`src/rtl/idm_pkg.sv`:
```
// ----------------------------------------------------------------------------
// idm_pkg
// Shared widths, constants and types of the image difference metrics block.
// ----------------------------------------------------------------------------
package idm_pkg;

    localparam int PIXEL_COUNT_BITS = 28;
    localparam int FRACTION_BITS    = 8;

    localparam int CH_W    = 8;
    localparam int CNT_W   = PIXEL_COUNT_BITS + 1;
    localparam int SQ_W    = 46;
    localparam int ABS_W   = 38;
    localparam int DEN_W   = CNT_W + 2;
    localparam int DIV_W   = SQ_W + FRACTION_BITS + 1;
    localparam int DIV_CNT_W = $clog2(DIV_W);

    localparam int MSE_W  = 24;
    localparam int MAE_W  = 16;
    localparam int PCT_W  = 15;
    localparam int PSNR_W = 15;

    localparam int LOG_W    = 48;
    localparam int MANT_W   = 31;
    localparam int K_W      = 6;
    localparam int LFRAC_W  = 16;
    localparam int LOGQ_W   = K_W + LFRAC_W;
    localparam int LIT_W    = 4;

    localparam int FIFO_DEPTH = 2;
    localparam int FPTR_W     = $clog2(FIFO_DEPTH);

    localparam logic [CH_W-1:0]   THRESH_RESET      = 8'd2;
    localparam logic [PSNR_W-1:0] PSNR_CAP          = PSNR_W'(99 << FRACTION_BITS);
    localparam logic [17:0]       TEN_LOG10_TWO_Q16 = 18'd197283;
    localparam logic [17:0]       PEAK_SCALE        = 18'd195075;
    localparam logic [6:0]        PERCENT           = 7'd100;

    typedef struct packed {
        logic [CH_W-1:0]  worst;
        logic [CNT_W-1:0] over;
        logic [CNT_W-1:0] pixels;
        logic [SQ_W-1:0]  sq;
        logic [ABS_W-1:0] abs_sum;
    } t_frame;

    typedef struct packed {
        logic full;
        logic empty;
    } t_fifo_stat;

    typedef struct packed {
        logic             done;
        logic [DIV_W-1:0] quot;
    } t_div_rsp;

    typedef struct packed {
        logic              done;
        logic [LOGQ_W-1:0] value;
    } t_log_rsp;

endpackage

```
`src/rtl/idm_front.sv`:
```
// ----------------------------------------------------------------------------
// idm_front
// Per-pixel channel differences and frame accumulators; pushes frame totals.
// ----------------------------------------------------------------------------
module idm_front (
    input  logic                  i_clk,
    input  logic                  i_rst_n,
    input  logic                  push,
    input  logic                  i_fifo_full,
    input  logic [7:0]            i_first_red,
    input  logic [7:0]            i_first_green,
    input  logic [7:0]            i_first_blue,
    input  logic [7:0]            i_second_red,
    input  logic [7:0]            i_second_green,
    input  logic [7:0]            i_second_blue,
    input  logic                  i_last_pixel,
    input  logic                  i_cfg_wr_en,
    input  logic [7:0]            i_cfg_wr_data,
    output logic                  o_wr_en,
    output idm_pkg::t_frame       o_wr_data
);
    import idm_pkg::*;

    logic [CH_W-1:0]  r_thresh;
    logic [CNT_W-1:0] r_pix, n_pix;
    logic [CNT_W-1:0] r_over, n_over;
    logic [SQ_W-1:0]  r_sq, n_sq;
    logic [ABS_W-1:0] r_abs, n_abs;
    logic [CH_W-1:0]  r_worst, n_worst;
    logic [CH_W-1:0]  e_r, e_g, e_b, worst;
    logic [17:0]      sq_sum;
    logic [9:0]       abs_sum;
    logic             active, accept;

    function automatic logic [CH_W-1:0] absdiff(input logic [CH_W-1:0] a,
                                                input logic [CH_W-1:0] b);
        return (a > b) ? a - b : b - a;
    endfunction

    always_comb begin
        e_r     = absdiff(i_first_red, i_second_red);
        e_g     = absdiff(i_first_green, i_second_green);
        e_b     = absdiff(i_first_blue, i_second_blue);
        worst   = (e_r > e_g) ? e_r : e_g;
        worst   = (e_b > worst) ? e_b : worst;
        sq_sum  = 18'(e_r * e_r) + 18'(e_g * e_g) + 18'(e_b * e_b);
        abs_sum = 10'(e_r) + 10'(e_g) + 10'(e_b);
        // stop counting once the frame hits its pixel limit
        active  = !r_pix[CNT_W-1];
        n_pix   = r_pix;
        n_over  = r_over;
        n_sq    = r_sq;
        n_abs   = r_abs;
        n_worst = r_worst;
        if (active) begin
            n_pix = r_pix + 1'b1;
            n_sq  = r_sq + SQ_W'(sq_sum);
            n_abs = r_abs + ABS_W'(abs_sum);
            if (worst > r_worst) n_worst = worst;
            if (worst > r_thresh) n_over = r_over + 1'b1;
        end
    end

    assign accept    = push && !i_fifo_full;
    assign o_wr_en   = accept && i_last_pixel;
    assign o_wr_data = '{worst: n_worst, over: n_over, pixels: n_pix,
                         sq: n_sq, abs_sum: n_abs};

    always_ff @(posedge i_clk) begin
        if (!i_rst_n) begin
            r_thresh <= THRESH_RESET;
            r_pix    <= '0;
            r_over   <= '0;
            r_sq     <= '0;
            r_abs    <= '0;
            r_worst  <= '0;
        end else begin
            if (i_cfg_wr_en) r_thresh <= i_cfg_wr_data;
            if (accept) begin
                if (i_last_pixel) begin
                    r_pix   <= '0;
                    r_over  <= '0;
                    r_sq    <= '0;
                    r_abs   <= '0;
                    r_worst <= '0;
                end else begin
                    r_pix   <= n_pix;
                    r_over  <= n_over;
                    r_sq    <= n_sq;
                    r_abs   <= n_abs;
                    r_worst <= n_worst;
                end
            end
        end
    end

endmodule

```
`config.mk`:
```
export PLATFORM = sky130hd
export DESIGN_NAME = idm_front
export DESIGN_NICKNAME = d
export VERILOG_FILES = /design/src/rtl/idm_pkg.sv /design/src/rtl/idm_front.sv
export SDC_FILE = /design/constraint.sdc
export NUM_CORES = 1
export LEC_CHECK = 0
export ABC_AREA = 1
export BUFFER_PORTS_ARGS = -buffer_cell sky130_fd_sc_hd__buf_2
export CAP_MARGIN = 10
export CORE_MARGIN = 5
export CORE_UTILIZATION = 50
export DETAILED_ROUTE_END_ITERATION = 10
export PLACE_DENSITY_LB_ADDON = 0.3
export REMOVE_ABC_BUFFERS = 1
export SETUP_SLACK_MARGIN = 0.1
export SKIP_CTS_REPAIR_TIMING = 1
export SYNTH_ARGS = -nofsm -noshare
export SYNTH_HDL_FRONTEND = slang
export SYNTH_SLANG_ARGS = --single-unit
```
`constraint.sdc`:
```
create_clock -name i_clk -period 8.7 [get_ports i_clk]
set_clock_uncertainty 0.15 [all_clocks]
set_input_delay 0.87 -clock i_clk [delete_from_list [all_inputs] [get_ports i_clk]]
set_output_delay 0.87 -clock i_clk [all_outputs]
set_load 0.02 [all_outputs]
```
==> key figures <==
Status
  – Status: finished with violations
  – Failing checks: setup timing

Final layout
  – Most common cell after layout, fill and taps aside: nand2_1
  – Final nets: 3518
  – Final core utilization: 0.666
  – Antenna diode count: 0
  – Layout cells sized above 1: 0.268
  – Area Growth Syn to Fin: 31.0%
  – Filler cells: 3081
  – Most frequent cells in the layout: 593 x nand2_1, 473 x inv_1, 288 x buf_4

Global routing
  – First-pass GRT wire length: 89700 µm
  – Largest net degree at the start of global routing: 95
  – Vias in the first global route: 18800
  – Overall routing resource usage: 0.263
  – GRT overflow: 0
  – Initial antenna violation count: 0

Critical path
  – Setup CP Type: in2out
  – Worst path most repeated cell: fa_1
  – WP data required: 7680 ps
  – Reg2reg end: r_sq[33]
  – CP delay by family, top: adder cells
  – CP Capture Type: output port
  – Worst flop-to-flop path startpoint: r_sq[4]
  – CP max stage cell: fa_1
  – Cells on worst reg2reg path: 22
  – Reg2reg setup slack: between 3000 and 4000 ps
  – WP data arrival: 8540 ps
  – CP Launch Type: input port
  – Crit path max fanout: 6
  – WP buf/inv: 13
  – Worst path max stage delay: 560 ps

Logic synthesis
  – Post-Synth XOR/XNOR Area: 0.0622
  – Cells after synthesis: 2655
  – Synth Area in Adders: 0.298
  – Top cell type's share of synthesized area: 0.180
  – Syn Area/Cell: 7.04 µm²
  – Sequential share of the synthesized area: 0.169
  – Post-synthesis cell area: between 0.015 and 0.02 mm²
  – Register bit count reported by yosys: 158
  – Asr flop ratio synth: 0
  – Leading post-synthesis cells by cell area: fa_1 18%, dfxtp_1 17%, nand2_1 13%
  – Yosys warning count: 0
  – Simple-gate share of the synthesized area: 0.250
  – Unique masters post-synth: 61
  – Synth Area in Compound Gates: 0.100
  – Number of synthesized flops with an enable pin: 0
  – Post-synthesis mux area share: 0.00114
  – Combinational family with the most area after synthesis: adder cells
  – Ys flop type: dfxtp_1
  – Synth area leader: fa_1

Die
  – Boundary Pins: 213
  – Die X-Extent: 203 µm
  – Initial core utilization: 0.508
  – Die area: 0.0414 mm²
  – Floorplan row count: 70
  – Die height: 203 µm
  – Core area: ~0.037 mm²

STA
  – Normalized max-slew margin: 0.260
  – RSZ-0062 raised after global routing: true
  – Pin slew with the least headroom to its limit: between 1000 and 1500 ps
  – Fmax: 105 MHz
  – Final Hold Vio Count: 0
  – Setup violators final: 38
  – Final WS setup: -855 ps
  – Final Max Tran Viols: 0
  – Tmin final: 9560 ps
  – Period utilization: 1.10

Clocking
  – Longest Clk Path Bufs: 2
  – Skew-Pair Late Insertion Delay: 460 ps
  – Num Clock Sinks: approximately 160
  – H-tree levels: 4
  – TritonCTS clock tree: done
  – CTS clock-pin slew for the worst setup and hold paths: around 70 ps
  – Clock root buffer: clkbuf_16
  – CTS buffer count: 17

Worst hold path
  – Hold EP: r_worst[2]
  – Worst min-delay path class: reg2reg
  – Worst hold start: r_worst[2]
  – Worst hold path cell count: 2

Route
  – DR vias/cell: 5.23
  – Pre-Repair DR Iteration Count: 9
  – DRT antenna net count: 0
  – Vias: 18800
  – Routed wire length: 57700 µm
  – Drt initial violations: ~1200
  – DR WL/cell: 16.1 µm
  – DRC: 0

Place
  – Dpl hpwl: 43200 µm
  – IO Port Bufs: between 200 and 250
  – Routability cong.: 0.916

Flow run
  – Max-Cap Viols: 0
cells by family (layout without fill, tap and decap cells):
group	Yosys count	in the layout
XOR/XNOR	131	131
flip-flops	158	158
multiplexers	2	2
AND/OR/NAND/NOR	1081	1083
AO/OA/AOI/OAI	352	352
buffers and inverters	586	1053
adder cells (fa/ha/maj)	345	345
state kept, by name, summed over array words and instances, names as in the netlist:
signal and flops:
r_worst 8, r_sq 46, r_over 29, r_thresh 8, r_pix 29, r_abs 38
routing by layer:
layer,up-vias,share of wire,wire [µm],track usage
met3,135,0.071,4110,0.0458
met5,-,0,0,0
li1,9141,-,-,-
met1,8880,0.41,23500,0.334
met2,617,0.49,28100,0.458
met4,0,0.034,1960,0.0805
worst max-delay path by stage:
stage	slack (ps)	from	depth (start not counted)	to
after floorplan	-850	i_first_green[0]	32	o_wr_data[72]
after global placement	-1120	i_first_blue[0]	40	o_wr_data[64]
after detailed placement	-1270	i_first_blue[0]	40	o_wr_data[64]
after CTS	-1310	i_first_green[0]	37	o_wr_data[64]
after global routing	-1190	i_first_blue[0]	43	o_wr_data[74]
final	-860	i_first_blue[0]	42	o_wr_data[74]
synth_stat cells (all sizes together), types with 2 or more instances:
cell / count
o21bai: 8
and2: 7
o21ai: 79
xor2: 89
o211ai: 6
xnor2: 42
a21boi: 6
a21oi: 232
fa: 168
nand4: 42
or2: 16
a21o: 5
dfxtp: 158
nor3: 35
nand2: 663
buf: 15
clkbuf: 58
nand3: 95
nor4: 12
nand3b: 4
inv: 511
clkinv: 2
nor2: 201
o21a: 4
a31oi: 6
nor3b: 3
ha: 177
metrics by stage:
| stage | setup WS, ps | std cells | TNS [ps] | cell area, µm² | hold slack, ps |
|---|---|---|---|---|---|
| 2_1_floorplan | -847 | 2582 | -30200 | 18400 | 285 |
| 3_3_place_gp | -1120 | 3510 | -42140 | 21900 | 302 |
| 3_5_place_dp | -1270 | 3510 | -54400 | 21900 | 308 |
| 4_1_cts | -1310 | 3542 | -43390 | 22500 | 319 |
| 5_1_grt | -1190 | 3592 | -36590 | 24500 | 333 |
| 6_report | -855 | 3592 | -24160 | 24500 | 320 |
area by class of cell:
type                    instances  area, µm²  area share
clock inverters                13        156     0.00639
multi-input cells            1913      14600       0.596
clock buffers                  19        443      0.0181
inverters                     513       1950      0.0797
repair buffers                508       3590       0.147
flip-flops and latches        158       3160       0.129
well taps                     468        586      0.0239
worst register-to-register path: cells and delay by family (launching register included):
kind,cells,cell delay [ps]
fa+ha+maj,5,2360
simple gates,7,810
compound gates,4,650
buf+inv,5,510
flops,1,330
xor+xnor,1,230
Power is left out: the tool's default activity adds up to more than one toggle a clock period on the data nets, which glitch-free logic cannot reach.
