## src/rtl/idm_pkg.sv

```systemverilog
// ----------------------------------------------------------------------------
// idm_pkg
// Shared widths, constants and types of the image difference metrics block.
// ----------------------------------------------------------------------------
package idm_pkg;

    localparam int PIXEL_COUNT_BITS = 28;
    localparam int FRACTION_BITS    = 8;

    localparam int CH_W    = 8;
    localparam int CNT_W   = PIXEL_COUNT_BITS + 1;
    localparam int SQ_W    = 46;
    localparam int ABS_W   = 38;
    localparam int DEN_W   = CNT_W + 2;
    localparam int DIV_W   = SQ_W + FRACTION_BITS + 1;
    localparam int DIV_CNT_W = $clog2(DIV_W);

    localparam int MSE_W  = 24;
    localparam int MAE_W  = 16;
    localparam int PCT_W  = 15;
    localparam int PSNR_W = 15;

    localparam int LOG_W    = 48;
    localparam int MANT_W   = 31;
    localparam int K_W      = 6;
    localparam int LFRAC_W  = 16;
    localparam int LOGQ_W   = K_W + LFRAC_W;
    localparam int LIT_W    = 4;

    localparam int FIFO_DEPTH = 2;
    localparam int FPTR_W     = $clog2(FIFO_DEPTH);

    localparam logic [CH_W-1:0]   THRESH_RESET      = 8'd2;
    localparam logic [PSNR_W-1:0] PSNR_CAP          = PSNR_W'(99 << FRACTION_BITS);
    localparam logic [17:0]       TEN_LOG10_TWO_Q16 = 18'd197283;
    localparam logic [17:0]       PEAK_SCALE        = 18'd195075;
    localparam logic [6:0]        PERCENT           = 7'd100;

    typedef struct packed {
        logic [CH_W-1:0]  worst;
        logic [CNT_W-1:0] over;
        logic [CNT_W-1:0] pixels;
        logic [SQ_W-1:0]  sq;
        logic [ABS_W-1:0] abs_sum;
    } t_frame;

    typedef struct packed {
        logic full;
        logic empty;
    } t_fifo_stat;

    typedef struct packed {
        logic             done;
        logic [DIV_W-1:0] quot;
    } t_div_rsp;

    typedef struct packed {
        logic              done;
        logic [LOGQ_W-1:0] value;
    } t_log_rsp;

endpackage

```

## src/rtl/idm_fifo.sv

```systemverilog
// ----------------------------------------------------------------------------
// idm_fifo
// Short queue of frame totals between the accumulator and the result engine.
// ----------------------------------------------------------------------------
module idm_fifo (
    input  logic                  i_clk,
    input  logic                  i_rst_n,
    input  logic                  i_wr_en,
    input  idm_pkg::t_frame       i_wr_data,
    input  logic                  i_rd_en,
    output idm_pkg::t_frame       o_rd_data,
    output idm_pkg::t_fifo_stat   o_stat
);
    import idm_pkg::*;

    t_frame              r_mem [FIFO_DEPTH];
    logic [FPTR_W-1:0]   r_wr_ptr, r_rd_ptr;
    logic [FPTR_W:0]     r_count;
    logic                do_wr, do_rd;

    assign o_stat.full  = (r_count == (FPTR_W+1)'(FIFO_DEPTH));
    assign o_stat.empty = (r_count == '0);
    assign o_rd_data    = r_mem[r_rd_ptr];
    assign do_wr        = i_wr_en && !o_stat.full;
    assign do_rd        = i_rd_en && !o_stat.empty;

    always_ff @(posedge i_clk) begin
        if (do_wr) r_mem[r_wr_ptr] <= i_wr_data;
    end

    always_ff @(posedge i_clk) begin
        if (!i_rst_n) begin
            r_wr_ptr <= '0;
            r_rd_ptr <= '0;
            r_count  <= '0;
        end else begin
            if (do_wr) r_wr_ptr <= r_wr_ptr + 1'b1;
            if (do_rd) r_rd_ptr <= r_rd_ptr + 1'b1;
            if (do_wr && !do_rd) r_count <= r_count + 1'b1;
            else if (do_rd && !do_wr) r_count <= r_count - 1'b1;
        end
    end

endmodule

```

## config.mk

```make
export PLATFORM = sky130hd
export DESIGN_NAME = idm_fifo
export DESIGN_NICKNAME = d
export VERILOG_FILES = /design/src/rtl/idm_pkg.sv /design/src/rtl/idm_fifo.sv
export SDC_FILE = /design/constraint.sdc
export NUM_CORES = 1
export LEC_CHECK = 0
export ABC_AREA = 1
export BUFFER_PORTS_ARGS = -buffer_cell sky130_fd_sc_hd__buf_2
export CAP_MARGIN = 20
export CORE_MARGIN = 4
export CORE_UTILIZATION = 59
export CTS_BUF_LIST = sky130_fd_sc_hd__clkbuf_4 sky130_fd_sc_hd__clkbuf_8
export DETAILED_ROUTE_END_ITERATION = 6
export PLACE_DENSITY = 0.88
export SLEW_MARGIN = 20
export SYNTH_ARGS = -nofsm -noshare
export SYNTH_HDL_FRONTEND = slang
export SYNTH_SLANG_ARGS = --single-unit
```

## constraint.sdc

```tcl
create_clock -name i_clk -period 22.9 [get_ports i_clk]
set_input_delay 1.145 -clock i_clk [delete_from_list [all_inputs] [get_ports i_clk]]
set_output_delay 1.145 -clock i_clk [all_outputs]
set_load 0.02 [all_outputs]
```

==> results by stage, run 1 <==
Clocking:
- The number of gates resized after CTS was 0.
- Clock-pin slew was measured on the worst setup and hold paths at around 0.060 ns.
- The root buffer cell chosen for the clock tree is sky130_fd_sc_hd__clkbuf_8.
- Clock tree synthesis found a total of ~310 sinks.
- The count of hold-fix buffers inserted at cts is 0.
- The maximum clock path buffer count is 3.
- The TritonCTS clock tree is done.
- The CTS buffer count is 46.
- The H-tree was split into 2 levels.
- Once the clock tree was built, the setup fixing pass inserted 0 buffers.
- The clock insertion delay at the later pin of the skew report is 0.53 ns.

STA:
- The total count of max-transition violations in the final report came to 0.
- At the pin with the least slew margin, the transition time is between 1 and 1.5 ns.
- The final-layout worst hold slack is between 0.5 and 0.6 ns.
- Setup violations remaining at the end of the flow were counted as 0.
- The hold violation count in the final report came to 0.
- The headroom to the max-slew limit is 0.251.
- The post-route setup TNS is 0 ns.
- Setup repair after global routing left no endpoint under its margin.
- The smallest clock period supported by the final layout is computed as 4.69 ns.
- Clock skew on the completed layout was measured at 0.0149 ns.
- The maximum achievable frequency is roughly 0.21 GHz.
- The share of the cycle needed by the critical path after routing is 0.205.

Layout:
- In the layout the commonest cells are sky130_fd_sc_hd__buf_2, sky130_fd_sc_hd__edfxtp_1, sky130_fd_sc_hd__mux2_4, sky130_fd_sc_hd__mux2_2, sky130_fd_sc_hd__clkbuf_8.
- The commonest non-fill, non-tap cell in the layout is sky130_fd_sc_hd__buf_2.
- The filler cell count is 1,118.
- The sequential cells in the finished layout cover a total of between 0.009 and 0.01 sq mm.
- The non-filler instance count after layout is approximately 1.1k.
- In the final layout, the share of cells above drive strength 1 is 0.611.
- The total area of multi-input combinational cells is ~0.0022 sq mm.
- At the end of the flow, the number of nets in the layout was approximately 1.0k.
- Measured on the finished design, the core utilization comes to 0.746.
- The synthesis-to-layout area growth is 22.7%.

Placement:
- Once detailed placement completed, the half-perimeter wirelength came to between 15,000 and 20,000 um.
- In this run, placement finished with an instance count of 1,061.
- The number of input and output port buffers inserted is ~310.
- The routability congestion estimate is approximately 0.74.

GRT:
- The first global-routing pass estimated 33,900 um of wire.
- The total congestion overflow after global routing is 0.
- The initial antenna violation count came to 3.
- The number of global-route vias before repair came to about 6.2k.
- Entering global routing, the biggest net connects between 60 and 70 pins.
- For this run, the total global-route usage over all layers was measured as 0.203.

Setup path:
- The type of element launching the critical path is a flip-flop.
- The startpoint of the lowest-slack register-to-register path is r_count[0].
- The data arrival time of the critical path is 3.55 ns.
- Across all register-to-register paths, the minimum setup slack is 20.19 ns.
- The worst register-to-register path ends at r_mem[0][108].
- By startpoint and endpoint, the worst setup path is classified as flip-flop to output port.
- In this run the worst setup path terminates at o_rd_data[35].
- For the worst flop-to-flop path, the logic depth is 4.
- The worst setup path is captured at an output port.
- The largest fanout on the critical path is 62.
- Data on the critical path is required at its endpoint by 21.76 ns.

Drt:
- After detailed routing, the number of vias per cell comes to 5.16.
- The detailed-route wire length on metal 1 is 8400 um.
- The total vias in the final route is 5,867.
- The average wire length per cell after detail routing is 19.7 um.
- The highest metal layer carrying signal wires in the routed design is met5.
- The number of routed nets with antenna violations is 0.
- Wire segments on met2 add up to between 10,000 and 15,000 um in the final route.
- For this block, the routed nets add up to between 20,000 and 25,000 um of wire.
- The number of detailed-routing iterations run before antenna repair is 4.
- The routed design uses 1990 um of met3 wire.
- After detailed routing, the number of remaining DRC violations is 0.
- The violation count after the first detailed-routing iteration is 280.

Power:
- The worst IR drop on VDD is 0.0689 mV.
- The total power density per cell area is between 100 and 150 mW/mm^2.
- Summed over all cells, the static leakage comes to 0.00553 uW.

Run:
- Max-cap violations in this run came to 0.

Outcome:
- The run finished with clean final reports.

Yosys:
- The area share of the largest cell type after synthesis is 0.785.
- The synthesized area divided by synthesized cell count is 22.7 sq um.
- For this run, the number of Yosys warnings is 0.
- sky130_fd_sc_hd__edfxtp_1 takes more of the synthesized area than any other cell.
- Counting flops and latches in the post-synthesis netlist gives between 300 and 400.
- The netlist area before placement is 0.0115 sq mm.
- The post-synth net total is 660.
- Of the synthesized area, sequential elements account for 0.794.
- In the synthesized netlist, the number of instances is a little over 500.
- Ranked by total cell area, the synthesized netlist is headed by sky130_fd_sc_hd__edfxtp_1, sky130_fd_sc_hd__mux2_4, sky130_fd_sc_hd__mux2_2, sky130_fd_sc_hd__buf_6, sky130_fd_sc_hd__dfxtp_1.
- The number of distinct library cell variants in the gate-level netlist after synthesis is 15.

Die:
- The die height is 147 um.
- The initial cell density of the core is 0.608.
- In this run the horizontal extent of the chip is between 100 and 150 um.
- The core region is roughly 0.019 sq mm.
- Row generation in the floorplan step produced 50 rows.
- The floorplan die area is 0.0218 sq mm.
- In this run the count of I/O pins placed on the die edge is between 300 and 400.

Worst hold path:
- The path category of the worst min-delay check is flip-flop to flip-flop.
[kinds of logic after synthesis]
kind of cell	synth area share
AO/OA/AOI/OAI	0.00174
adder cells (fa/ha/maj)	0.00109
flip-flops	0.794
AND/OR/NAND/NOR	0.00654
multiplexers	0.180
buffers and inverters	0.0172
[Yosys cell counts]
master,number
sky130_fd_sc_hd__nand4_1,1
sky130_fd_sc_hd__edfxtp_1,300
sky130_fd_sc_hd__buf_6,11
sky130_fd_sc_hd__mux2_4,100
sky130_fd_sc_hd__dfxtp_1,5
sky130_fd_sc_hd__nand2_1,6
sky130_fd_sc_hd__buf_8,1
sky130_fd_sc_hd__buf_2,5
sky130_fd_sc_hd__nor2_1,11
sky130_fd_sc_hd__o21ai_0,3
sky130_fd_sc_hd__ha_1,1
sky130_fd_sc_hd__mux2_2,50
sky130_fd_sc_hd__inv_1,9
sky130_fd_sc_hd__a21oi_1,1
sky130_fd_sc_hd__nand3_1,1
[worst min path at each step]
stage	depth (start not counted)	start	slack [ns]	endpoint
after CTS	2	r_rd_ptr	0.50	flip-flop
after global routing	2	r_rd_ptr	0.52	flip-flop
after global placement	2	r_rd_ptr	0.47	flip-flop
after detailed placement	2	r_rd_ptr	0.49	flip-flop
final	2	r_rd_ptr	0.50	flip-flop
after floorplan	2	r_rd_ptr	0.47	flip-flop
[sequential cells by signal, indices dropped and copies added (netlist names), named ones only]
signal    flops
r_wr_ptr      1
r_mem       300
r_count       2
r_rd_ptr      1
[cell type report]
type / instances / area share
multi-input combinational: 174 / 0.155
sequential: 305 / 0.647
clock inverter: 12 / 0.00391
timing repair buffer: 313 / 0.113
tap: 260 / 0.0231
clock buffer: 64 / 0.0559
antenna: 1 / 0.000178
inverter: 9 / 0.00240
[worst max-delay path, stage by stage (launching register included)]
cell	delay (ns)
sky130_fd_sc_hd__dfxtp_4	0.77
sky130_fd_sc_hd__buf_4	0.69
sky130_fd_sc_hd__buf_4	0.97
sky130_fd_sc_hd__mux2_4	0.36
sky130_fd_sc_hd__buf_2	0.16
[metrics by stage]
stage	cell area (sq um)	setup slack [ns]	total power, uW
2_1_floorplan	11500	14.71	1060
4_1_cts	14100	18.09	1580
6_report	14100	18.21	1560
5_1_grt	14100	17.98	1630
3_3_place_gp	13200	18.68	1160
3_5_place_dp	13200	18.68	1170
[layer usage]
metal	vias up	global-route usage
met2	278	0.354
met3	36	0.0659
li1	2677	-
met4	4	0.0545
met5	-	0
met1	2872	0.246
[where the power goes]
part,internal (uW),switching [uW]
sequential,707,29.6
clock,220,181
combinational,176,244
Power figures use the tool's default switching activity.
==> run 2, diff against run 1 <==
Settings changed: ABC_AREA 1 to 0, CORE_UTILIZATION 59 to 49, PLACE_DENSITY 0.88 to 0.78.
Clock period 22.9 ns to 3.8 ns, I/O delays scaled along.
==> run 2 against run 1 <==
Against the previous run: utilization down 5.2 points; synthesized area barely moved; worst setup slack lost 17 ns; sequential power grew to 5.9 times the previous value; critical path type unchanged.
==> results by stage, run 2 <==
Die:
- The total I/O pin count is 306 (unchanged).
- The die height is 161 um (+9.2%).
- The floorplan die area came to 0.0259 sq mm (+19%).
- The initial cell density of the core is 0.502 (-0.105).
- The placement row count came to 55 (+10%).
- The die outline width is 161 um (+9.2%).
- The core footprint is 0.0228 sq mm (+21%).

STA:
- The headroom to the max-slew limit is 0.355 (+0.104).
- The measured slew at the worst slew-check pin is 0.968 ns (-0.156 ns).
- The total count of max-transition violations in the final report came to 0 (unchanged).
- The total setup violations reported at the end of the flow is 0 (unchanged).
- The routed design could run at a clock period as short as 2.33 ns.
- Setup repair after global routing left no endpoint under its margin.
- Dividing the final minimum period by the clock period gives 0.614.
- The hold violation count in the final report was 0 (unchanged).
- The maximum achievable frequency is 0.429 GHz.
- The post-route setup TNS is 0 ns (unchanged).
- The clock tree skew after final layout is 0.0220 ns (+0.00712 ns).
- The worst setup margin was 1.47 ns (-16.74 ns).

Drt:
- The total vias in the final route is 6,437 (+9.7%).
- The number of detailed-routing iterations run before antenna repair was 4 (unchanged).
- The total routed wirelength is 24,900 um (+11%).
- The DRC violation count after routing is 0 (unchanged).
- The violation count after the first detailed-routing iteration is 384 (+37%).
- The post-detailed-route via-to-cell ratio is 4.80 (-6.8%).
- The number of routed nets with antenna violations is 0 (unchanged).
- The average wire length per cell after detail routing is 18.6 um (-5.7%).

Layout:
- The synthesis-to-layout area growth is 38.2%.
- The number of flip-flops under the largest register name is 300 (unchanged).
- The final-stage net count came to 1,144 (+14%).
- The share of the core filled with cells in the final layout is 0.694 (-0.0518).
- The register with the most flip-flops is r_mem.
- The non-filler instance count after layout is 1,340 (+18%).
- In the layout the commonest cells are sky130_fd_sc_hd__buf_2, sky130_fd_sc_hd__edfxtp_1, sky130_fd_sc_hd__dlygate4sd3_1, sky130_fd_sc_hd__mux2_4, sky130_fd_sc_hd__clkbuf_8.
- The proportion of layout cells with a drive suffix above 1 came to 0.533 (-0.0780).
- The filler cell count is 1,440 (+29%).
- The largest registers in the layout are r_mem x300, r_count x2.
- Leaving out fill and tap cells, the most frequent cell in the layout is sky130_fd_sc_hd__buf_2.
- The final design area excluding fillers is 0.0159 sq mm (+13%).

Clocking:
- The root buffer cell is sky130_fd_sc_hd__clkbuf_8.
- The number of levels in the clock H-tree is 2 (unchanged).
- The CTS buffer count is 49 (+6.5%).
- TritonCTS built the clock tree.
- The maximum clock path buffer count is 3 (unchanged).
- The quantity of gates resized following cts is 0 (unchanged).
- The clock transition at the register clock pins on the worst setup and hold paths after CTS is 0.06 ns (about the same).
- The number of clock sinks is 305 (unchanged).
- The clock insertion delay at the later pin of the skew report came to 0.55 ns (+0.02 ns).
- The number of post-CTS setup repair buffers was 0 (unchanged).

Worst hold path:
- The number of instances on the worst hold path came to 4 (+2).
- The min-delay analysis places its worst path in the category input pin to flip-flop.
- In this run the most critical hold path is launched from i_rd_en.

GRT:
- The overall fraction of global-route tracks in use is 0.187 (-0.0155).
- The met2 global-route usage is 0.334 (-0.0195).
- The initial antenna violation count was 1 (-2).
- The met3 capacity usage during global routing is 0.0615 (-0.00442).
- The first-pass GRT wire length is 38,600 um (+14%).
- The total congestion overflow after global routing is 0 (unchanged).
- The layer with the highest usage after global routing is met2.
- The met1 usage in global routing was 0.214 (-0.0312).
- The largest net degree at the start of global routing came to 82 (+30%).
- The number of global-route vias before repair was 7,159 (+15%).

Yosys:
- The library cell occupying the most area in the post-synthesis netlist is sky130_fd_sc_hd__edfxtp_1.
- The area share of the largest cell type after synthesis is 0.785 (about the same).
- The most instantiated library cell after synthesis is sky130_fd_sc_hd__edfxtp_1.
- The flip-flop cell with the highest count after synthesis is sky130_fd_sc_hd__edfxtp_1.
- The post-synth net total is 647 (-2.0%).
- Ranked by total cell area, the synthesized netlist is headed by sky130_fd_sc_hd__edfxtp_1, sky130_fd_sc_hd__mux2_4, sky130_fd_sc_hd__mux2_2, sky130_fd_sc_hd__buf_6, sky130_fd_sc_hd__dfxtp_1.
- The netlist area before placement was 0.0115 sq mm (about the same).
- In the synthesized netlist, the cells that appear most often are sky130_fd_sc_hd__edfxtp_1, sky130_fd_sc_hd__mux2_4, sky130_fd_sc_hd__mux2_2.
- The async set-reset flop share out of synthesis is 0 (unchanged).
- The cell count after synthesis is 492 (-2.6%).
- The synthesized area divided by synthesized cell count is 23.3 sq um (+2.6%).
- The number of warnings reported in the yosys synthesis log is 0 (unchanged).
- The proportion of synthesized chip area in sequential cells is 0.794 (about the same).
- The number of flip-flops and latches in the synthesized netlist is 305 (unchanged).
- The number of distinct library cell variants in the gate-level netlist after synthesis is 22 (+7).
- The number of synthesized flops with an enable pin came to 300 (unchanged).

Setup path:
- The critical path is of the flip-flop to output port type.
- The signal on the critical path passes through buf_12, mux2_2, buf_2.
- The peak per-stage delay on the critical path is 0.52 ns (-0.45 ns).
- STA classifies the critical path endpoint as an output port.
- The standard cell with the maximum stage delay on the critical path is sky130_fd_sc_hd__dfxtp_4.
- The data arrival time of the critical path is 2.14 ns (-1.41 ns).
- The minimum setup slack among reg-to-reg paths is 1.72 ns (-18.47 ns).
- The worst setup path is launched from a flip-flop.
- The worst register-to-register path begins at r_count[0].
- The largest fanout on the critical path came to 72 (+16%).
- The worst path required time is 3.61 ns (-18.15 ns).
- The kind of cell adding the most delay to the critical path is buffers and inverters.
- In this run the critical register-to-register path is captured at r_mem[1][104].
- The worst-case reg-to-reg path depth is 3 (-1).
- The number of buffer and inverter stages on the critical path is 2 (-1).

Placement:
- The cell area reported after detailed placement came to 0.0133 sq mm (+0.77%).
- The number of placed cells counting well taps is 1,099 (+3.6%).
- The pre-CTS setup slack is 1.74 ns (-16.95 ns).
- The HPWL after detailed placement is 14,200 um (-8.5%).
- The number of input and output port buffers inserted is 305 (unchanged).
- The routability congestion estimate is 0.747 (+1.1%).

Power:
- The worst IR drop on VDD was 0.447 mV (+550%).
- The total power density per cell area is 644 mW/mm^2 (+480%).
- The leakage power total is 0.00621 uW (+12%).

Run:
- The max-capacitance violation count is 0 (unchanged).

Outcome:
- The run finished with clean final reports.
## run 2: cell count changes after synthesis, moves of 2 or more
| cell | before | now |
|---|---|---|
| sky130_fd_sc_hd__nand2_1 | 6 | 0 |
| sky130_fd_sc_hd__nor2_1 | 11 | 2 |
| sky130_fd_sc_hd__xnor2_1 | 0 | 2 |
| sky130_fd_sc_hd__o21ai_0 | 3 | 1 |
| sky130_fd_sc_hd__and2_1 | 0 | 3 |
| sky130_fd_sc_hd__inv_1 | 9 | 2 |
## run 2: layer usage
| metal | vias up | part of all wire |
|---|---|---|
| li1 | 2962 | - |
| met1 | 3158 | 0.37 |
| met2 | 274 | 0.52 |
| met3 | 43 | 0.085 |
| met4 | 0 | 0.023 |
| met5 | - | 0 |
## run 2: per-stage QoR
stage / power [uW] / hold slack, ns
after floorplan: 6590 / 0.289
after global placement: 7320 / 0.377
after detailed placement: 7370 / 0.381
after CTS: 10300 / 0.118
after global routing: 10700 / 0.149
final: 10200 / 0.160
## run 2: timing repair
action                     CTS  global route
hold endpoints to repair   305             0
hold buffers               152             0
setup endpoints to repair    0             0
## run 2: kinds of logic (layout without fill, tap and decap cells)
kind of cell / after synthesis / count (layout) / share of synthesized area
DFF: 305 / 305 / 0.794
xor gates and xnor gates: 3 / 3 / 0.00229
buffers and inverters: 19 / 553 / 0.0149
and+or+nand+nor: 9 / 9 / 0.00480
AOI/OAI and AO/OA: 5 / 5 / 0.00284
adders and majority gates: 1 / 1 / 0.00109
muxes: 150 / 150 / 0.180
other: 0 / 1 / 0
## run 2: how the worst max path moves through the flow
stage          slack (ns)       endpoint  depth (start not counted)
6_report             1.47   o_rd_data[9]                          3
3_3_place_gp         1.79   r_mem[1][79]                          3
3_5_place_dp         1.74  r_mem[1][103]                          3
4_1_cts              1.39   o_rd_data[9]                          3
2_1_floorplan       -0.80    r_mem[0][0]                          3
5_1_grt              1.36   o_rd_data[9]                          3
## run 2: tightest hold or removal path, cell delays in order
cell and delay, ns:
sky130_fd_sc_hd__buf_2 0.07, sky130_fd_sc_hd__o21ai_1 0.09, sky130_fd_sc_hd__xnor2_1 0.15, sky130_fd_sc_hd__and2_1 0.16
## run 2: layout make-up
class / instances / area [sq um] / area share
inverters: 2 / 10.0 / 0.000631
flip-flops and latches: 305 / 9110 / 0.575
clock inverters: 15 / 92.6 / 0.00584
repair buffers: 463 / 3140 / 0.198
multi-input cells: 168 / 2210 / 0.139
well taps: 313 / 392 / 0.0247
diodes: 1 / 2.50 / 0.000158
clock buffers: 73 / 892 / 0.0563
## run 2: report_power, final
| group | total (uW) | switching, uW | internal [uW] |
|---|---|---|---|
| Combinational | 3060 | 1710 | 1350 |
| Sequential | 4380 | 146 | 4230 |
| Clock | 2760 | 1200 | 1560 |
