<file path="src/rtl/idm_pkg.sv">
// ----------------------------------------------------------------------------
// idm_pkg
// Shared widths, constants and types of the image difference metrics block.
// ----------------------------------------------------------------------------
package idm_pkg;

    localparam int PIXEL_COUNT_BITS = 28;
    localparam int FRACTION_BITS    = 8;

    localparam int CH_W    = 8;
    localparam int CNT_W   = PIXEL_COUNT_BITS + 1;
    localparam int SQ_W    = 46;
    localparam int ABS_W   = 38;
    localparam int DEN_W   = CNT_W + 2;
    localparam int DIV_W   = SQ_W + FRACTION_BITS + 1;
    localparam int DIV_CNT_W = $clog2(DIV_W);

    localparam int MSE_W  = 24;
    localparam int MAE_W  = 16;
    localparam int PCT_W  = 15;
    localparam int PSNR_W = 15;

    localparam int LOG_W    = 48;
    localparam int MANT_W   = 31;
    localparam int K_W      = 6;
    localparam int LFRAC_W  = 16;
    localparam int LOGQ_W   = K_W + LFRAC_W;
    localparam int LIT_W    = 4;

    localparam int FIFO_DEPTH = 2;
    localparam int FPTR_W     = $clog2(FIFO_DEPTH);

    localparam logic [CH_W-1:0]   THRESH_RESET      = 8'd2;
    localparam logic [PSNR_W-1:0] PSNR_CAP          = PSNR_W'(99 << FRACTION_BITS);
    localparam logic [17:0]       TEN_LOG10_TWO_Q16 = 18'd197283;
    localparam logic [17:0]       PEAK_SCALE        = 18'd195075;
    localparam logic [6:0]        PERCENT           = 7'd100;

    typedef struct packed {
        logic [CH_W-1:0]  worst;
        logic [CNT_W-1:0] over;
        logic [CNT_W-1:0] pixels;
        logic [SQ_W-1:0]  sq;
        logic [ABS_W-1:0] abs_sum;
    } t_frame;

    typedef struct packed {
        logic full;
        logic empty;
    } t_fifo_stat;

    typedef struct packed {
        logic             done;
        logic [DIV_W-1:0] quot;
    } t_div_rsp;

    typedef struct packed {
        logic              done;
        logic [LOGQ_W-1:0] value;
    } t_log_rsp;

endpackage

</file>
<file path="src/rtl/idm_div.sv">
// ----------------------------------------------------------------------------
// idm_div
// Restoring divider, one quotient bit per cycle.
// ----------------------------------------------------------------------------
module idm_div (
    input  logic                        i_clk,
    input  logic                        i_rst_n,
    input  logic                        i_start,
    input  logic [idm_pkg::DIV_W-1:0]   i_dividend,
    input  logic [idm_pkg::DEN_W-1:0]   i_divisor,
    output idm_pkg::t_div_rsp           o_rsp
);
    import idm_pkg::*;

    logic                 r_busy, r_done;
    logic [DIV_CNT_W-1:0] r_cnt;
    logic [DIV_W-1:0]     r_num;
    logic [DEN_W-1:0]     r_rem, r_den;
    logic [DEN_W:0]       rem_sh, rem_sub;
    logic                 ge;

    always_comb begin
        rem_sh  = {r_rem, r_num[DIV_W-1]};
        rem_sub = rem_sh - {1'b0, r_den};
        ge      = (rem_sh >= {1'b0, r_den});
    end

    assign o_rsp.done = r_done;
    assign o_rsp.quot = r_num;

    always_ff @(posedge i_clk) begin
        if (!i_rst_n) begin
            r_busy <= 1'b0;
            r_done <= 1'b0;
            r_cnt  <= '0;
        end else begin
            r_done <= 1'b0;
            if (!r_busy && i_start) begin
                r_busy <= 1'b1;
                r_cnt  <= '0;
            end else if (r_busy) begin
                r_cnt <= r_cnt + 1'b1;
                if (r_cnt == DIV_CNT_W'(DIV_W - 1)) begin
                    r_busy <= 1'b0;
                    r_done <= 1'b1;
                end
            end
        end
    end

    // dividend shifts out the top while quotient bits shift in the bottom
    always_ff @(posedge i_clk) begin
        if (!r_busy && i_start) begin
            r_num <= i_dividend;
            r_den <= i_divisor;
            r_rem <= '0;
        end else if (r_busy) begin
            r_num <= {r_num[DIV_W-2:0], ge};
            r_rem <= ge ? rem_sub[DEN_W-1:0] : rem_sh[DEN_W-1:0];
        end
    end

endmodule

</file>
<file path="src/rtl/idm_log2.sv">
// ----------------------------------------------------------------------------
// idm_log2
// log2 in Q.16: serial normalize, then 16 mantissa squaring steps.
// ----------------------------------------------------------------------------
module idm_log2 (
    input  logic                        i_clk,
    input  logic                        i_rst_n,
    input  logic                        i_start,
    input  logic [idm_pkg::LOG_W-1:0]   i_value,
    output idm_pkg::t_log_rsp           o_rsp
);
    import idm_pkg::*;

    localparam logic [1:0] L_IDLE = 2'd0;
    localparam logic [1:0] L_NORM = 2'd1;
    localparam logic [1:0] L_MUL  = 2'd2;
    localparam logic [1:0] L_SQR  = 2'd3;

    logic [1:0]          r_state;
    logic                r_done;
    logic [LOG_W-1:0]    r_val;
    logic [K_W-1:0]      r_k;
    logic [MANT_W-1:0]   r_x;
    logic [2*MANT_W-1:0] r_sq;
    logic [LFRAC_W-1:0]  r_frac;
    logic [LIT_W-1:0]    r_it;
    logic [MANT_W:0]     t;

    assign t           = r_sq[2*MANT_W-1:MANT_W-1];
    assign o_rsp.done  = r_done;
    assign o_rsp.value = {r_k, r_frac};

    always_ff @(posedge i_clk) begin
        if (!i_rst_n) begin
            r_state <= L_IDLE;
            r_done  <= 1'b0;
        end else begin
            r_done <= 1'b0;
            case (r_state)
                L_IDLE: if (i_start) r_state <= L_NORM;
                L_NORM: if (r_val[LOG_W-1]) r_state <= L_MUL;
                L_MUL:  r_state <= L_SQR;
                L_SQR: begin
                    if (r_it == '1) begin
                        r_state <= L_IDLE;
                        r_done  <= 1'b1;
                    end else begin
                        r_state <= L_MUL;
                    end
                end
                default: r_state <= L_IDLE;
            endcase
        end
    end

    always_ff @(posedge i_clk) begin
        case (r_state)
            L_IDLE: begin
                r_val <= i_value;
                r_k   <= K_W'(LOG_W - 1);
            end
            L_NORM: begin
                if (r_val[LOG_W-1]) begin
                    r_x    <= r_val[LOG_W-1 -: MANT_W];
                    r_it   <= '0;
                    r_frac <= '0;
                end else begin
                    r_val <= r_val << 1;
                    r_k   <= r_k - 1'b1;
                end
            end
            L_MUL: r_sq <= r_x * r_x;
            L_SQR: begin
                r_it <= r_it + 1'b1;
                // mantissa reached 2.0: halve it and emit a one
                if (t[MANT_W]) begin
                    r_x    <= t[MANT_W:1];
                    r_frac <= {r_frac[LFRAC_W-2:0], 1'b1};
                end else begin
                    r_x    <= t[MANT_W-1:0];
                    r_frac <= {r_frac[LFRAC_W-2:0], 1'b0};
                end
            end
            default: r_val <= r_val;
        endcase
    end

endmodule

</file>
<file path="src/rtl/idm_back.sv">
// ----------------------------------------------------------------------------
// idm_back
// Per-frame result engine: means, percentage and PSNR; holds the result word.
// ----------------------------------------------------------------------------
module idm_back (
    input  logic                         i_clk,
    input  logic                         i_rst_n,
    input  idm_pkg::t_frame              i_frame,
    input  idm_pkg::t_fifo_stat          i_fifo_stat,
    output logic                         o_rd_en,
    input  logic                         pop,
    output logic                         empty,
    output logic [7:0]                   o_max_channel_error,
    output logic [28:0]                  o_differing_pixels,
    output logic [28:0]                  o_frame_pixels,
    output logic [45:0]                  o_squared_error_sum,
    output logic [37:0]                  o_absolute_error_sum,
    output logic [23:0]                  o_mean_squared_error,
    output logic [15:0]                  o_mean_absolute_error,
    output logic [14:0]                  o_differing_percent,
    output logic [14:0]                  o_peak_snr
);
    import idm_pkg::*;

    localparam logic [3:0] ST_IDLE  = 4'd0;
    localparam logic [3:0] ST_MSE   = 4'd1;
    localparam logic [3:0] ST_MAE   = 4'd2;
    localparam logic [3:0] ST_PCT   = 4'd3;
    localparam logic [3:0] ST_SCALE = 4'd4;
    localparam logic [3:0] ST_LOGN  = 4'd5;
    localparam logic [3:0] ST_LOGSQ = 4'd6;
    localparam logic [3:0] ST_PMUL  = 4'd7;
    localparam logic [3:0] ST_PFIN  = 4'd8;
    localparam logic [3:0] ST_OUT   = 4'd9;

    localparam int PROD_W = LOGQ_W + 18;
    localparam int P_W    = PROD_W - (32 - FRACTION_BITS) + 1;

    logic [3:0]          r_state;
    logic                r_wait, r_out_valid;
    t_frame              r_frame;
    logic [DEN_W-1:0]    r_den3;
    logic [CNT_W+6:0]    r_over100;
    logic [MSE_W-1:0]    r_mse;
    logic [MAE_W-1:0]    r_mae;
    logic [PCT_W-1:0]    r_pct;
    logic [PSNR_W-1:0]   r_psnr;
    logic [LOG_W-1:0]    r_lognum;
    logic [LOGQ_W-1:0]   r_ln, r_ld;
    logic [PROD_W-1:0]   r_prod;

    logic                div_start, log_start, load_out;
    logic [DIV_W-1:0]    div_num;
    logic [DEN_W-1:0]    div_den;
    logic [LOG_W-1:0]    log_val;
    logic [P_W-1:0]      p_round;
    t_div_rsp            div_rsp;
    t_log_rsp            log_rsp;

    idm_div u_div (
        .i_clk      (i_clk),
        .i_rst_n    (i_rst_n),
        .i_start    (div_start),
        .i_dividend (div_num),
        .i_divisor  (div_den),
        .o_rsp      (div_rsp)
    );

    idm_log2 u_log (
        .i_clk   (i_clk),
        .i_rst_n (i_rst_n),
        .i_start (log_start),
        .i_value (log_val),
        .o_rsp   (log_rsp)
    );

    // round half up: add half the divisor before dividing
    always_comb begin
        div_num = '0;
        div_den = r_den3;
        case (r_state)
            ST_MSE: div_num = (DIV_W'(r_frame.sq) << FRACTION_BITS)
                              + DIV_W'(r_den3 >> 1);
            ST_MAE: div_num = (DIV_W'(r_frame.abs_sum) << FRACTION_BITS)
                              + DIV_W'(r_den3 >> 1);
            ST_PCT: begin
                div_num = (DIV_W'(r_over100) << FRACTION_BITS)
                          + DIV_W'(r_frame.pixels >> 1);
                div_den = DEN_W'(r_frame.pixels);
            end
            default: div_num = '0;
        endcase
    end

    assign div_start = !r_wait &&
                       (r_state == ST_MSE || r_state == ST_MAE || r_state == ST_PCT);
    assign log_start = !r_wait && (r_state == ST_LOGN || r_state == ST_LOGSQ);
    assign log_val   = (r_state == ST_LOGN) ? r_lognum : LOG_W'(r_frame.sq);
    assign o_rd_en   = (r_state == ST_IDLE) && !i_fifo_stat.empty;
    assign load_out  = (r_state == ST_OUT) && (!r_out_valid || pop);
    assign p_round   = P_W'((r_prod + (PROD_W'(1) << (31 - FRACTION_BITS)))
                            >> (32 - FRACTION_BITS));
    assign empty     = !r_out_valid;

    always_ff @(posedge i_clk) begin
        if (!i_rst_n) begin
            r_state     <= ST_IDLE;
            r_wait      <= 1'b0;
            r_out_valid <= 1'b0;
        end else begin
            if (div_start || log_start) r_wait <= 1'b1;
            if (div_rsp.done || log_rsp.done) r_wait <= 1'b0;
            if (load_out) r_out_valid <= 1'b1;
            else if (pop) r_out_valid <= 1'b0;
            case (r_state)
                ST_IDLE:  if (o_rd_en) r_state <= ST_MSE;
                ST_MSE:   if (div_rsp.done) r_state <= ST_MAE;
                ST_MAE:   if (div_rsp.done) r_state <= ST_PCT;
                ST_PCT: begin
                    if (div_rsp.done)
                        r_state <= (r_frame.sq == '0) ? ST_OUT : ST_SCALE;
                end
                ST_SCALE: r_state <= ST_LOGN;
                ST_LOGN:  if (log_rsp.done) r_state <= ST_LOGSQ;
                ST_LOGSQ: if (log_rsp.done) r_state <= ST_PMUL;
                ST_PMUL:  r_state <= ST_PFIN;
                ST_PFIN:  r_state <= ST_OUT;
                ST_OUT:   if (load_out) r_state <= ST_IDLE;
                default:  r_state <= ST_IDLE;
            endcase
        end
    end

    always_ff @(posedge i_clk) begin
        case (r_state)
            ST_IDLE: begin
                r_frame   <= i_frame;
                r_den3    <= (DEN_W'(i_frame.pixels) << 1) + DEN_W'(i_frame.pixels);
                r_over100 <= i_frame.over * PERCENT;
                r_psnr    <= PSNR_CAP;
            end
            ST_MSE: begin
                if (div_rsp.done)
                    r_mse <= (div_rsp.quot[DIV_W-1:MSE_W] != '0) ? '1
                             : div_rsp.quot[MSE_W-1:0];
            end
            ST_MAE: begin
                if (div_rsp.done)
                    r_mae <= (div_rsp.quot[DIV_W-1:MAE_W] != '0) ? '1
                             : div_rsp.quot[MAE_W-1:0];
            end
            ST_PCT: begin
                if (div_rsp.done)
                    r_pct <= (div_rsp.quot[DIV_W-1:PCT_W] != '0) ? '1
                             : div_rsp.quot[PCT_W-1:0];
            end
            ST_SCALE: r_lognum <= LOG_W'(r_frame.pixels * PEAK_SCALE);
            ST_LOGN:  if (log_rsp.done) r_ln <= log_rsp.value;
            ST_LOGSQ: if (log_rsp.done) r_ld <= log_rsp.value;
            ST_PMUL: begin
                // error log at or above the peak log gives zero
                if (r_ld >= r_ln) r_prod <= '0;
                else r_prod <= (r_ln - r_ld) * TEN_LOG10_TWO_Q16;
            end
            ST_PFIN: r_psnr <= (p_round > P_W'(PSNR_CAP)) ? PSNR_CAP
                               : p_round[PSNR_W-1:0];
            default: r_prod <= r_prod;
        endcase
    end

    always_ff @(posedge i_clk) begin
        if (load_out) begin
            o_max_channel_error   <= r_frame.worst;
            o_differing_pixels    <= r_frame.over;
            o_frame_pixels        <= r_frame.pixels;
            o_squared_error_sum   <= r_frame.sq;
            o_absolute_error_sum  <= r_frame.abs_sum;
            o_mean_squared_error  <= r_mse;
            o_mean_absolute_error <= r_mae;
            o_differing_percent   <= r_pct;
            o_peak_snr            <= r_psnr;
        end
    end

endmodule

</file>
<file path="config.mk">
export PLATFORM = sky130hd
export DESIGN_NAME = idm_back
export DESIGN_NICKNAME = d
export VERILOG_FILES = /design/src/rtl/idm_pkg.sv /design/src/rtl/idm_div.sv /design/src/rtl/idm_log2.sv /design/src/rtl/idm_back.sv
export SDC_FILE = /design/constraint.sdc
export NUM_CORES = 2
export LEC_CHECK = 0
export BUFFER_PORTS_ARGS = -buffer_cell sky130_fd_sc_hd__buf_2
export CAP_MARGIN = 20
export CORE_MARGIN = 2
export CORE_UTILIZATION = 58
export CTS_BUF_LIST = sky130_fd_sc_hd__clkbuf_8 sky130_fd_sc_hd__clkbuf_16
export CTS_CLUSTER_DIAMETER = 200
export DETAILED_ROUTE_END_ITERATION = 8
export PLACE_DENSITY = 0.82
export SYNTH_ARGS = -nofsm -noshare
export SYNTH_HDL_FRONTEND = slang
export SYNTH_SLANG_ARGS = --single-unit
</file>
<file path="constraint.sdc">
create_clock -name i_clk -period 13.8 [get_ports i_clk]
set_input_delay 4.14 -clock i_clk [delete_from_list [all_inputs] [get_ports i_clk]]
set_output_delay 4.14 -clock i_clk [all_outputs]
set_load 0.02 [all_outputs]
</file>
==> flow_metrics.tcl <==
set metrics [dict create \
    synthMuxAreaShare_pct 1.33 \
    synth_top_family_by_area "adder cells" \
    required_ns 14.27 \
    grt_util_met2_pct 50.2 \
    globalplace.congestion 0.983 \
    yosys_warnings 0 \
    synthAdderAreaFrac_pct 38.8 \
    netlist_area_sq_um 82900 \
    dpl_cell_area_sq_um 87100 \
    setup.worst_path.start "u_log.r_x[15]" \
    cts_buffer_depth 3 \
    cts_made_buffers 92 \
    rr_worst_depth 25 \
    synth.ff_latch_count 880 \
    min_path_type "reg -> reg" \
    synth-compound-area-share_pct 7.54 \
    hold_buffers 0 \
    hold-worst-slack_ns 0.417 \
    fin_skew_ns 0.0589 \
    yosysSeqAreaShare_pct 31.3 \
    path_common_cell "fa_1" \
    grt_overflow 0 \
    h-tree-depth 3 \
    drt-total-wl_microns 216000 \
    r2r-start "u_log.r_x[15]" \
    postCtsSetupBuffers 0 \
    cp-start-kind "register" \
    cts_resized 0 \
    drive_gt1_share_pct 8.18 \
    ioPinCount 377 \
    path_max_fanout 24 \
    worst_slack_ns 4.66 \
    track_usage_pct 30.2 \
    reg2reg_to "u_log.r_sq[61]" \
    r2r_slack_ns 4.66 \
    grt_pass1_wl_microns 338000 \
    holdPathStages 0 \
    use_met3_pct 6.52 \
    place_ws_ns 4.71 \
    grt_busiest_layer "met2" \
    initial_core_util_pct 58.5 \
    clock-sinks 880 \
    port_buffers 375 \
    nets 10100 \
    worst_path_dominant_cell_family "adder cells" \
    core_sq_um 142000 \
    syn_to_final_growth_pct 8.86 \
    drc 0 \
    first_pass_iters 6 \
    via_per_inst 5.74 \
    fin_setup_tns_ns 0 \
    cts_tree "built" \
    clk_pin_slew_ns 0.07 \
    slowest_delay_ns 0.67 \
    hold_viol_final 0 \
    period_share_pct 66.2 \
    critPathBufInv 4 \
    drv_cap 0 \
    status "completed" \
    synth_nets 9699 \
    synth-xor-area-share_pct 3.70 \
    avgRoutedWirePerCell_microns 21.8 \
    drv_slew 0 \
    post-route-min-period_ns 9.14 \
    slew_headroom_pct 25.9 \
    num_rows 138 \
    die_h_microns 382 \
    design_area_sq_um 90300 \
    hp-start "r_psnr[0]" \
    critPathArrivalTime_ns 9.61 \
    fp.dieW_microns 382 \
    clock_latency_ns 0.72 \
    final-setup-viol-count 0 \
    ys.flop_type "edfxtp_1" \
    synth-edff-count 832 \
    grt_max_degree 170 \
    ant_nets 0 \
    root_buffer "clkbuf_16" \
    tightest_slew_ns 1.11 \
    rsz0062_at_grt "no" \
    grt_pass1_vias 60200 \
    synth_cells 7598 \
    crit_path_end_kind "register" \
    synthSimpleGateAreaFrac_pct 9.19 \
    drt_iter0_drc 4426 \
    synth.avg_cell_area_sq_um 10.9 \
    met1_usage_pct 37.6 \
    critPathSlowestCell "a221oi_1" \
    netlist-cell-type-count 86 \
    fmaxAchievable_mhz 109 \
    hpwl_microns 169000 \
    async_flop_share_pct 0 \
    dieArea_sq_um 146000 \
    critPathKind "reg -> reg" \
    antenna_found_initial 11 \
    num_vias 57000 \
    hold_end "o_peak_snr[0]" \
]
[kinds of logic after synthesis]
kind of cell,count (synthesis)
AOI/OAI and AO/OA,967
xor gates and xnor gates,350
adders and majority gates,1946
buffers and inverters,1793
DFF,880
muxes,107
and+or+nand+nor,1555
[flip-flops by register name, summed over array words and instances (netlist names), 30 cells and up]
register and flops:
r_over100 31, u_log.r_val 48, u_div.r_num 55, o_squared_error_sum 46, u_log.r_x 31, u_div.r_rem 31
r_frame 150, o_absolute_error_sum 38, r_lognum 47, r_den3 30, u_div.r_den 31, u_log.r_sq 32
[synth_stat cells, types with 8 or more instances]
cell type | n | area share, %
or2_2 | 8 | 0.060
a22o_1 | 16 | 0.17
nand3_1 | 67 | 0.40
o21bai_1 | 28 | 0.25
edfxtp_1 | 832 | 30
and4_1 | 11 | 0.12
a221oi_1 | 20 | 0.21
mux2_2 | 17 | 0.23
nor2_1 | 271 | 1.2
xnor2_1 | 204 | 2.2
a22oi_1 | 8 | 0.072
a31oi_1 | 27 | 0.20
nand4_1 | 46 | 0.35
a211o_1 | 14 | 0.15
o2111ai_1 | 8 | 0.084
and3_1 | 62 | 0.47
o21ai_1 | 8 | 0.048
and2_1 | 212 | 1.6
o21ai_0 | 243 | 1.5
o211ai_1 | 16 | 0.14
buf_1 | 12 | 0.054
clkbuf_1 | 180 | 0.81
a21o_1 | 135 | 1.2
mux2i_1 | 89 | 1.1
nor4_1 | 28 | 0.21
o22ai_1 | 19 | 0.14
a211oi_1 | 26 | 0.24
or3_1 | 52 | 0.39
fa_1 | 1047 | 25
a21oi_1 | 243 | 1.5
o21a_1 | 48 | 0.43
o31ai_1 | 18 | 0.16
nor2b_1 | 54 | 0.41
nand2_1 | 548 | 2.5
nand2b_1 | 65 | 0.49
inv_1 | 1594 | 7.2
dfxtp_1 | 48 | 1.2
ha_1 | 899 | 14
nor3b_1 | 8 | 0.072
a31o_2 | 8 | 0.084
nor3_1 | 66 | 0.40
nand3b_1 | 50 | 0.45
a2111oi_0 | 8 | 0.084
xor2_1 | 146 | 1.5
[cell usage in the layout, fill, tap and decap left out, types with 135 or more instances in the layout]
cell / n
inv_1: 1612
fa_1: 1047
ha_1: 899
edfxtp_1: 832
nand2_1: 547
buf_2: 375
nor2_1: 266
o21ai_0: 243
a21oi_1: 242
and2_1: 212
xnor2_1: 204
xor2_1: 146
a21o_1: 135
[worst max-delay path by stage]
stage | end | slack [ns] | depth (start not counted)
finish | u_log.r_sq[61] | 4.66 | 25
global route | u_log.r_sq[61] | 4.23 | 25
CTS | u_log.r_sq[61] | 4.69 | 25
detailed placement | u_log.r_sq[61] | 4.71 | 25
global placement | u_log.r_sq[61] | 4.80 | 25
floorplan | r_den3[10] | 3.35 | 3
[per-layer routing]
layer / vias up / part of all wire [%]
li1: 25600 / -
met4: 14 / 5.8
met3: 620 / 8.4
met2: 2445 / 48
met5: - / 0.042
met1: 28300 / 38
[layout make-up]
cell class | count | area, sq um
Clock buffer | 94 | 2350
Sequential cell | 880 | 25900
Antenna cell | 5 | 12.5
Tap cell | 1890 | 2360
Inverter | 1596 | 5990
Fill cell | 10800 | 51500
Clock inverter | 76 | 713
Timing Repair Buffer | 460 | 2590
Multi-Input combinational cell | 4925 | 50300
[worst register-to-register path: stages (launching register included)]
cell,delay (ns)
edfxtp_1,0.32
buf_4,0.34
clkinv_1,0.53
nor2_1,0.46
fa_1,0.49
fa_1,0.55
inv_1,0.05
fa_1,0.46
fa_1,0.54
inv_1,0.05
fa_1,0.45
fa_1,0.43
fa_1,0.43
fa_1,0.52
ha_1,0.34
nor3_1,0.19
nor2_1,0.07
o31ai_1,0.33
o21ai_0,0.32
a221oi_1,0.67
a21oi_1,0.28
nor2_1,0.25
o21ai_1,0.22
a211o_1,0.35
a21oi_1,0.19
xnor2_1,0.08
[through the flow]
stage / utilization, % / std cells
floorplan: - / 7598
global placement: 61.5 / 9747
detailed placement: 61.5 / 9747
CTS: 63.6 / 9917
global route: 63.7 / 9923
finish: 63.7 / 9926
Power is left out: the tool's default activity adds up to more than one toggle a clock period on the data nets, which glitch-free logic cannot reach.
